### src/hw/rtl/sbwp_pkg.sv
// shared types, codes and constants for the sub-byte weight packer
package sbwp_pkg;

    // sizing constants
    localparam int RUN_COUNT_BITS     = 16;
    localparam int MAX_CONTAINER_BITS = 32;
    localparam int ITEM_W             = 8;
    localparam int WORD_W             = 32;
    localparam int FILL_W             = 6;
    localparam int CNT_W              = 3;

    // operating modes
    localparam logic [1:0] MODE_PASS   = 2'd0;
    localparam logic [1:0] MODE_NARROW = 2'd1;
    localparam logic [1:0] MODE_PACK   = 2'd2;

    // container size codes
    localparam logic [1:0] CS_8  = 2'd0;
    localparam logic [1:0] CS_16 = 2'd1;
    localparam logic [1:0] CS_32 = 2'd2;

    // register indexes (byte address bits 3:2)
    localparam logic [1:0] REG_MODE      = 2'd0;
    localparam logic [1:0] REG_ITEM_BITS = 2'd1;
    localparam logic [1:0] REG_CONT_SIZE = 2'd2;
    localparam logic [1:0] REG_RUN_LEN   = 2'd3;

    // configuration register set
    typedef struct packed {
        logic [1:0]  mode;
        logic [3:0]  item_bits;
        logic [1:0]  container_size;
        logic [15:0] run_length;
    } cfg_t;

    // bytes produced by one item, low byte first
    typedef struct packed {
        logic [CNT_W-1:0]  cnt;
        logic [WORD_W-1:0] word;
    } res_t;

endpackage

### src/hw/rtl/sbwp_pack_core.sv
// packing state and per-item result logic
module sbwp_pack_core (
    input  logic                        clk,
    input  logic                        rst_n,
    input  sbwp_pkg::cfg_t              cfg,
    input  logic                        step,
    input  logic [sbwp_pkg::ITEM_W-1:0] item_value,
    input  logic                        last_item,
    output sbwp_pkg::res_t              res
);
    import sbwp_pkg::*;

    logic [WORD_W-1:0]         word_reg, word_next;
    logic [FILL_W-1:0]         filled_reg, filled_next;
    logic [RUN_COUNT_BITS-1:0] rpos_reg, rpos_next;

    logic [3:0]                keep_bits;
    logic [ITEM_W-1:0]         keep_mask;
    logic [ITEM_W-1:0]         masked;
    logic                      narrow;
    logic                      pack;
    logic [FILL_W-1:0]         cbits;
    logic [WORD_W-1:0]         word_sum;
    logic [FILL_W:0]           filled_sum;
    logic [FILL_W+1:0]         fill_test;
    logic [RUN_COUNT_BITS-1:0] rend;
    logic                      run_end;
    logic                      flush;

    // item masking
    always_comb
    begin
        keep_bits = (cfg.item_bits > 4'd8) ? 4'd8 : cfg.item_bits;
        keep_mask = ITEM_W'((9'd1 << keep_bits) - 9'd1);
        masked    = item_value & keep_mask;
        narrow    = (cfg.mode == MODE_NARROW) ||
                    ((cfg.mode == MODE_PACK) && (cfg.container_size == 2'd3));
        pack      = (cfg.mode == MODE_PACK) && (cfg.container_size != 2'd3);
    end

    // container width, limited to the widest container
    always_comb
    begin
        case (cfg.container_size)
            CS_8:    cbits = FILL_W'(8);
            CS_16:   cbits = FILL_W'(16);
            CS_32:   cbits = FILL_W'(32);
            default: cbits = FILL_W'(8);
        endcase
        if (cbits > FILL_W'(MAX_CONTAINER_BITS))
        begin
            cbits = FILL_W'(MAX_CONTAINER_BITS);
        end
    end

    // accumulate and decide on a flush
    always_comb
    begin
        word_sum   = word_reg | (WORD_W'(masked) << filled_reg);
        filled_sum = {1'b0, filled_reg} + (FILL_W+1)'(keep_bits);
        fill_test  = {1'b0, filled_sum} + (FILL_W+2)'(keep_bits);
        rend       = RUN_COUNT_BITS'(cfg.run_length - 16'd1);
        run_end    = (rpos_reg == rend);
        flush      = (fill_test > (FILL_W+2)'(cbits)) || run_end || last_item;
    end

    // result for this item and next packing state
    always_comb
    begin
        word_next   = word_reg;
        filled_next = filled_reg;
        rpos_next   = rpos_reg;
        res.cnt     = CNT_W'(1);
        res.word    = WORD_W'(item_value);
        if (narrow)
        begin
            res.word = WORD_W'(masked);
        end
        else if (pack)
        begin
            rpos_next = rpos_reg + RUN_COUNT_BITS'(1);
            if (flush)
            begin
                res.cnt     = CNT_W'(cbits >> 3);
                res.word    = word_sum;
                word_next   = '0;
                filled_next = '0;
                if (run_end || last_item)
                begin
                    rpos_next = '0;
                end
            end
            else
            begin
                res.cnt     = '0;
                word_next   = word_sum;
                filled_next = filled_sum[FILL_W-1:0];
            end
        end
    end

    // packing state registers
    always_ff @(posedge clk or negedge rst_n)
    begin
        if (!rst_n)
        begin
            word_reg   <= '0;
            filled_reg <= '0;
            rpos_reg   <= '0;
        end
        else if (step)
        begin
            word_reg   <= word_next;
            filled_reg <= filled_next;
            rpos_reg   <= rpos_next;
        end
    end

endmodule

### src/hw/rtl/sub_byte_weight_packer.sv
// top level of the sub-byte weight packer: config port, input and output stages
// Usage:
//   s_* channel carries one quantized byte per transaction; s_tlast marks the
//   final item of a tensor. m_* channel returns output bytes, containers low
//   byte first, with m_tlast on the last byte of each container or single byte.
//   Registers (APB, byte address 4*i): mode, item_bits, container_size,
//   run_length. Write them only while the block is idle.
// Pipeline: an accepted item is held in the input register until the output
//   register can take it; the core result is then registered there and offered.
// Throughput: one item per cycle while m_tready is high and each item yields at
//   most one byte. A flushed container of n bytes leaves the output register
//   one byte per cycle while m_tready is high; the input side stalls meanwhile.
// Reset: registers return to pass-through, 8-bit items, 8-bit containers,
//   run length 1; the container, fill count and run position are cleared.
// Stall: when m_tready is low the output byte holds, the input register fills
//   and s_tready drops; no transaction is lost or repeated.
module sub_byte_weight_packer (
    input  logic        clk,
    input  logic        rst_n,
    // input stream
    input  logic        s_tvalid,
    output logic        s_tready,
    input  logic [7:0]  s_tdata,   // [7:0] item_value
    input  logic        s_tlast,   // last_item
    // output stream
    output logic        m_tvalid,
    input  logic        m_tready,
    output logic [7:0]  m_tdata,   // [7:0] out_byte
    output logic        m_tlast,   // end_of_group
    // configuration
    input  logic        psel,
    input  logic        penable,
    input  logic        pwrite,
    input  logic [3:0]  paddr,
    input  logic [31:0] pwdata,
    output logic [31:0] prdata,
    output logic        pready
);
    import sbwp_pkg::*;

    cfg_t              cfg_reg;
    logic              in_valid_reg;
    logic [ITEM_W-1:0] in_value_reg;
    logic              in_last_reg;
    logic [CNT_W-1:0]  out_cnt_reg;
    logic [WORD_W-1:0] out_data_reg;
    logic              advance;
    logic              cfg_write;
    res_t              res;

    // register access
    assign pready    = 1'b1;
    assign cfg_write = psel && penable && pwrite && pready;

    always_ff @(posedge clk or negedge rst_n)
    begin
        if (!rst_n)
        begin
            cfg_reg.mode           <= MODE_PASS;
            cfg_reg.item_bits      <= 4'd8;
            cfg_reg.container_size <= CS_8;
            cfg_reg.run_length     <= 16'd1;
        end
        else if (cfg_write)
        begin
            case (paddr[3:2])
                REG_MODE:      cfg_reg.mode           <= pwdata[1:0];
                REG_ITEM_BITS: cfg_reg.item_bits      <= pwdata[3:0];
                REG_CONT_SIZE: cfg_reg.container_size <= pwdata[1:0];
                REG_RUN_LEN:   cfg_reg.run_length     <= pwdata[15:0];
                default:       cfg_reg.mode           <= cfg_reg.mode;
            endcase
        end
    end

    // register readback
    always_comb
    begin
        case (paddr[3:2])
            REG_MODE:      prdata = 32'(cfg_reg.mode);
            REG_ITEM_BITS: prdata = 32'(cfg_reg.item_bits);
            REG_CONT_SIZE: prdata = 32'(cfg_reg.container_size);
            REG_RUN_LEN:   prdata = 32'(cfg_reg.run_length);
            default:       prdata = '0;
        endcase
    end

    // item moves on when the output register is empty or draining its last byte
    assign advance  = in_valid_reg &&
                      ((out_cnt_reg == '0) || ((out_cnt_reg == CNT_W'(1)) && m_tready));
    assign s_tready = !in_valid_reg || advance;

    // input register
    always_ff @(posedge clk or negedge rst_n)
    begin
        if (!rst_n)
        begin
            in_valid_reg <= 1'b0;
        end
        else if (s_tready)
        begin
            in_valid_reg <= s_tvalid;
        end
    end

    always_ff @(posedge clk)
    begin
        if (s_tready && s_tvalid)
        begin
            in_value_reg <= s_tdata;
            in_last_reg  <= s_tlast;
        end
    end

    sbwp_pack_core u_core (
        .clk        (clk),
        .rst_n      (rst_n),
        .cfg        (cfg_reg),
        .step       (advance),
        .item_value (in_value_reg),
        .last_item  (in_last_reg),
        .res        (res)
    );

    // output byte count
    always_ff @(posedge clk or negedge rst_n)
    begin
        if (!rst_n)
        begin
            out_cnt_reg <= '0;
        end
        else if (advance)
        begin
            out_cnt_reg <= res.cnt;
        end
        else if (m_tvalid && m_tready)
        begin
            out_cnt_reg <= out_cnt_reg - CNT_W'(1);
        end
    end

    // output data, shifted down one byte per transaction
    always_ff @(posedge clk)
    begin
        if (advance)
        begin
            out_data_reg <= res.word;
        end
        else if (m_tvalid && m_tready)
        begin
            out_data_reg <= out_data_reg >> 8;
        end
    end

    assign m_tvalid = (out_cnt_reg != '0);
    assign m_tdata  = out_data_reg[7:0];
    assign m_tlast  = (out_cnt_reg == CNT_W'(1));

endmodule

### config.mk
export PLATFORM = sky130hd
export DESIGN_NAME = sub_byte_weight_packer
export DESIGN_NICKNAME = d
export VERILOG_FILES = /design/src/hw/rtl/sbwp_pkg.sv /design/src/hw/rtl/sbwp_pack_core.sv /design/src/hw/rtl/sub_byte_weight_packer.sv
export SDC_FILE = /design/constraint.sdc
export NUM_CORES = 1
export LEC_CHECK = 0
export BUFFER_PORTS_ARGS = -buffer_cell sky130_fd_sc_hd__buf_2
export CAP_MARGIN = 20
export CELL_PAD_IN_SITES_DETAIL_PLACEMENT = 0
export CELL_PAD_IN_SITES_GLOBAL_PLACEMENT = 1
export CORE_UTILIZATION = 30
export DETAILED_ROUTE_END_ITERATION = 10
export PLACE_DENSITY_LB_ADDON = 0.1
export SYNTH_ARGS = -nofsm -noshare
export SYNTH_HDL_FRONTEND = slang
export SYNTH_SLANG_ARGS = --single-unit
### constraint.sdc
create_clock -name clk -period 5 [get_ports clk]
set_clock_uncertainty 0.2 [all_clocks]
set_input_delay 0.5 -clock clk [delete_from_list [all_inputs] [get_ports clk]]
set_output_delay 0.5 -clock clk [all_outputs]
set_load 0.01 [all_outputs]
* After elaboration in Yosys (flattened, before gate mapping) *
Index checks and enable logic that the tools add are counted.

storage, ports and cells
  bits of input ports = 52
  word-level logic and storage cells = 78
  output and inout bits = 44
  register bits = 123

cells by class
  reduce and logical (&&, ||, !) cells = 24
  add/sub/neg operators = 6
  shift operators = 2
  order comparisons = 3
  equal/unequal tests = 11
  bitwise operators = 3
  muxes and demuxes = 17

operator list
  kind                                                                   count
  32-bit two-way mux                                                     5
  32-bit case mux with 4 select lines                                    1
  35-bit two-way mux                                                     1
  16-bit two-way mux                                                     2
  32-bit OR                                                              1
  8-bit by 6-bit << shifter with 32-bit output                           1
  16-bit by 1-bit adder with 16-bit output (second input constant)       1
  16-bit == test                                                         1
  16-bit by 1-bit subtractor with 16-bit output (second input constant)  1
  3-bit two-way mux                                                      4
  6-bit two-way mux                                                      2
  6-bit case mux with 2 select lines                                     1
  2-bit == test (second input constant)                                  5
  7-bit by 4-bit adder with 8-bit output                                 1
  8-bit bitwise AND                                                      1
  8-bit by 6-bit > comparator with 1-bit output                          1
  1-bit logical AND                                                      8
  2-bit AND reduction                                                    4
  1-bit by 4-bit << shifter with 8-bit output (first input constant)     1
  8-bit by 1-bit subtractor with 8-bit output (second input constant)    1
  6-bit by 4-bit adder with 7-bit output                                 1
  2-bit by 1-bit == test with 1-bit output (second input constant)       3
  6-bit > comparator (second input constant)                             1
  1-bit logical OR                                                       6
  12 further kinds                                                       12

* Depth between registers and ports, before layout *
  depth after elaboration = 11
  depth in mapped cells = 21
  depth with buffers taken out = 18

* By module *
A second synthesis with hierarchy kept.

unflattened totals
  cells, all modules = 798
  area total of the unflattened synthesis = 7781.2 um2

modules (own cells, without submodules)
  module                  area each (um2)  times used  sequential area each (um2)  cells an instance
  sbwp_pack_core          4634.4           1           1351.3                      585
  sub_byte_weight_packer  3146.8           1           1934.4                      213

* Worst setup path before layout *
No wires, ideal clock.

  kind = register to register
  from = reg cfg_reg[21] in the netlist's numbering
  to = reg out_data_reg[5] (data pin)
  stages on the path, launching flop included = 21
  setup time = 0.264 ns
  path buffers = 3
  slack = 0.103 ns
  required time = 4.536 ns
  period minus slack after synthesis = 4.897 ns
  arrival = 4.433 ns
  cell sequence = dfstp_2 clkbuf_1 clkbuf_1 nor2b_1 fa_1 ha_1 a21o_1 a21oi_1 nor2b_1 o21ai_0 xnor2_1 xnor2_1 ha_1 nand4b_1 o32ai_1 nand4_1 o21ai_0 o21ai_2 buf_4 mux2i_1 o21ai_1

on the way
  cells in the longest elaborated chain, start to end = 11
  elaborated cells on any way between the ends = 16
  classes of those cells = 3 x add/sub; 2 x order compare; 2 x shift; 5 x mux; 2 x bitwise; 2 x reduce/logical

ends and longest elaborated chain
  item                                                                                                   line                                        RTL
  start: declaration                                                                                     sub_byte_weight_packer.sv:41                cfg_t cfg_reg;
  4-bit > comparator                                                                                     sbwp_pack_core.sv:33                        keep_bits = (cfg.item_bits > 4'd8) ? 4'd8 : cfg.item_bits;
  4-bit two-way mux (*)                                                                                  sbwp_pack_core.sv:33
  6-bit by 4-bit adder with 7-bit output or 1-bit by 4-bit << shifter with 8-bit output (tied branches)  sbwp_pack_core.sv:60, sbwp_pack_core.sv:34
  7-bit by 4-bit adder with 8-bit output or 8-bit by 1-bit subtractor with 8-bit output (tied branches)  sbwp_pack_core.sv:61, sbwp_pack_core.sv:34
  8-bit by 6-bit > comparator with 1-bit output or 8-bit bitwise AND (tied branches)                     sbwp_pack_core.sv:64, sbwp_pack_core.sv:35
  1-bit logical OR or 8-bit by 6-bit << shifter with 32-bit output (tied branches)                       sbwp_pack_core.sv:64, sbwp_pack_core.sv:59
  1-bit logical OR or 32-bit OR (tied branches)                                                          sbwp_pack_core.sv:64, sbwp_pack_core.sv:59
  32-bit two-way mux                                                                                     sbwp_pack_core.sv:82                        if (flush)
  35-bit two-way mux                                                                                     sbwp_pack_core.sv:79                        else if (pack)
  32-bit two-way mux (*)                                                                                 sbwp_pack_core.sv:75                        if (narrow)
  32-bit two-way mux (*)                                                                                 sub_byte_weight_packer.sv:145               if (advance)
  end signal: assignment                                                                                 sub_byte_weight_packer.sv:147               out_data_reg <= res.word;
  end signal: assignment                                                                                 sub_byte_weight_packer.sv:151               out_data_reg <= out_data_reg >> 8;
  end: declaration                                                                                       sub_byte_weight_packer.sv:46                logic [WORD_W-1:0] out_data_reg;

Every way passes the cells marked *; elsewhere a longest branch is shown, timed or not.
A chain may end at the register's enable or synchronous reset.

* Worst setup path after layout *
  from = reg cfg_reg[21] in the netlist's numbering
  to = reg out_data_reg[4] (data pin)

Same word-level chain as after synthesis.

==> out/summary.txt <==
Result of the run: complete, no violations
GRT Util Overall: 0.166
Total die area: 25,500 µm²
Clk sinks: 123
CTS tree: built
Mapped Cells: 775
Leakage: 0.00366 µW
Instance count on the critical path: 20
Drt pass-1 iters: 5
Setup-failing EPs final: 0
Antenna Nets Post-Route: 0
Reg-to-reg slack, setup: 0.21 ns
Crit path largest cell delay: 0.61 ns
Worst slew margin: 0.274
Total Power: 4520 µW
CP arrival: 4.85 ns
H-tree Lvls: 4
Final hold vios: 0
Reg2Reg Depth: 20
I/O Pins: 96
Vias per std cell: 5.14
WP data required: 5.07 ns
RD Place Congestion: 0.786
Syn. warnings: 0
Vias in the first global route: 5,944
Sequential fraction of the synthesis area: 0.441
Number of synthesized flops with an enable pin: 41
Die X: 160 µm
Element type at the critical path start: flop
Synthesized area per cell: 9.62 µm²
Post-Syn Area: 7450 µm²
Power density over the cells: 522 nW/µm²
Max Cap Viol: 0
Clock Tree Buf Depth: 2
Cell mode on critical path: ha_1
RR Endpoint: out_data_reg[4]$_DFFE_PP_
Reg2Reg Launch Point: cfg_reg[21]$_DFFE_PN1P_
Latest clock arrival within the worst-skew pair: 0.43 ns
Max-slew violations: 0
Via count: 5,988
Largest net degree at the start of global routing: 60
Global-route wire length before repair: 33,000 µm
Drt initial violations: 324
Port Buf Inserts: 60
Clk slew on worst S/H paths: 0.06 ns
WP buf/inv: 2
Fmax: 0.209 GHz
Period minus WS final: 4.79 ns
Initial cell density of the core: 0.306
Area grow syn2layout: 16.2%
Placed cell area: 7970 µm²
Clk root buf: clkbuf_16
Fin nets: 903
IR drop worst, VDD: 0.182 mV
CP max-delay cell: dfstp_2
Hold Path Sink: in_value_reg[5]$_DFFE_PP_
HP Start: s_tdata[5]
FF+latch count, synth: 123
Share of cells above drive strength 1: 0.215
Post-DP HPWL: 14,800 µm
Hold depth: 1
Total grt overflow: 0
# rows: 57
Final period utilization: 0.957
Hold WC Path Type: input port to flop
ANT cells: 0
Core Region: 24,300 µm²
Post-synth ARST share: 0.667
Worst-path fanout max: 7
Fin area: 8660 µm²
Initial antenna violation count: 0
Routed wire length: 20,900 µm
CP cell instances: nor2b_1 > ha_1 > fa_1 > xor2_2 > ha_1 > a21oi_2 > nor2b_1 > o21ai_0 > xnor2_1 > xnor2_1 > ha_1 > nand4b_1 > o32ai_2 > nand4_1 > buf_4 > o21ai_4 > buf_12 > o21ai_2 > a21o_1 > o21ai_0
TNS Setup: 0 ns
Top delay family on crit path: compound AO/OA/AOI/OAI gates
Routed WL per cell: 17.9 µm
DR DRC count: 0
Die Y: 160 µm
Top_reg_cell synth: dfrtp_1
Setup CP Type: flop to flop
Synth cell types: 76
Worst setup EP type: flop
Worst slew pin tran: 1.08 ns
Post-Layout Cell Count: 1,166
CTS buffer count: 17
Dpl cells: 1,127
[per-stage QoR]
step	utilization	hold slack, ns	setup slack, ns
finish	0.356	0.0558	0.214
global placement	0.328	0.269	-0.00664
global route	0.356	0.0388	-0.0316
detailed placement	0.328	0.275	-0.000554
floorplan	-	0.00441	0.103
CTS	0.352	0.0382	0.0557
[cell families after synthesis]
family,share of synthesized area
and+or+nand+nor,0.174
AOI/OAI and AO/OA,0.181
DFF,0.441
buffers and inverters,0.0631
xor gates and xnor gates,0.0435
muxes,0.0574
adders and majority gates,0.0390
other,0.00101
[synth_stat cells, types with 6 or more instances]
| library cell | instances | area [µm²] |
|---|---|---|
| nand2_1 | 58 | 218 |
| nand3_1 | 13 | 65.1 |
| and2_1 | 7 | 43.8 |
| nor2_2 | 7 | 43.8 |
| nand2b_1 | 6 | 37.5 |
| and3_1 | 12 | 75.1 |
| buf_6 | 6 | 67.6 |
| o21a_1 | 12 | 90.1 |
| o21ai_0 | 46 | 230 |
| a21o_1 | 13 | 97.6 |
| xor2_1 | 20 | 175 |
| a21oi_1 | 79 | 395 |
| ha_1 | 20 | 250 |
| dfrtp_1 | 80 | 2000 |
| nor2_1 | 80 | 300 |
| mux2i_1 | 9 | 90.1 |
| a22o_1 | 11 | 96.3 |
| clkbuf_1 | 28 | 105 |
| inv_1 | 17 | 63.8 |
| a31oi_1 | 7 | 43.8 |
| nor3_1 | 17 | 85.1 |
| buf_4 | 29 | 218 |
| nor2b_1 | 17 | 106 |
| edfxtp_1 | 41 | 1230 |
| xnor2_1 | 17 | 149 |
| mux2_2 | 26 | 293 |
| nand4_1 | 9 | 56.3 |
[final cells by class]
cell class | count | area, µm²
fill | 2538 | 15700
clock inverter | 14 | 134
timing repair buffer | 85 | 518
inverter | 18 | 67.6
tap | 324 | 405
multi-input combinational | 584 | 3800
sequential | 123 | 3290
clock buffer | 18 | 450
[worst max-delay path by stage]
stage | start | end
floorplan | cfg_reg[21]$_DFFE_PN1P_ | out_data_reg[5]$_DFFE_PP_
global placement | cfg_reg[21]$_DFFE_PN1P_ | out_data_reg[5]$_DFFE_PP_
detailed placement | cfg_reg[21]$_DFFE_PN1P_ | out_data_reg[0]$_DFFE_PP_
CTS | cfg_reg[21]$_DFFE_PN1P_ | out_data_reg[0]$_DFFE_PP_
global route | cfg_reg[21]$_DFFE_PN1P_ | out_data_reg[4]$_DFFE_PP_
finish | cfg_reg[21]$_DFFE_PN1P_ | out_data_reg[4]$_DFFE_PP_
[repair_timing]
action                                  4_1_cts  5_1_grt
hold buffers                                  1        0
endpoints found under the setup margin        3       59
pin swaps                                     0        3
setup buffers                                 0        4
resized for setup                             2        6
hold endpoints to repair                      8        0
cloned                                        0        1
[report_power, final]
| part | internal (µW) | leakage, µW | switching, µW | total, µW |
|---|---|---|---|---|
| Combinational | 710 | 0.00188 | 1100 | 1810 |
| Sequential | 1300 | 0.00149 | 202 | 1500 |
| Clock | 722 | 0.000288 | 494 | 1220 |
[cell usage in the layout, fill, tap and decap left out, drive strengths merged, types with 20 or more instances in the layout]
master / n
nor2: 89
buf: 83
dfrtp: 80
a21oi: 79
nand2: 58
o21ai: 53
edfxtp: 41
mux2: 26
inv: 23
ha: 20
xor2: 20
[layer usage]
metal / global-route usage / share of wire / vias to the layer above
met5: 0 / 0 / -
met4: 0.0546 / 0.014 / 0
met3: 0.0281 / 0.034 / 22
met2: 0.268 / 0.47 / 130
met1: 0.226 / 0.48 / 2977
li1: - / - / 2859
(Power assumes the default switching activity.)
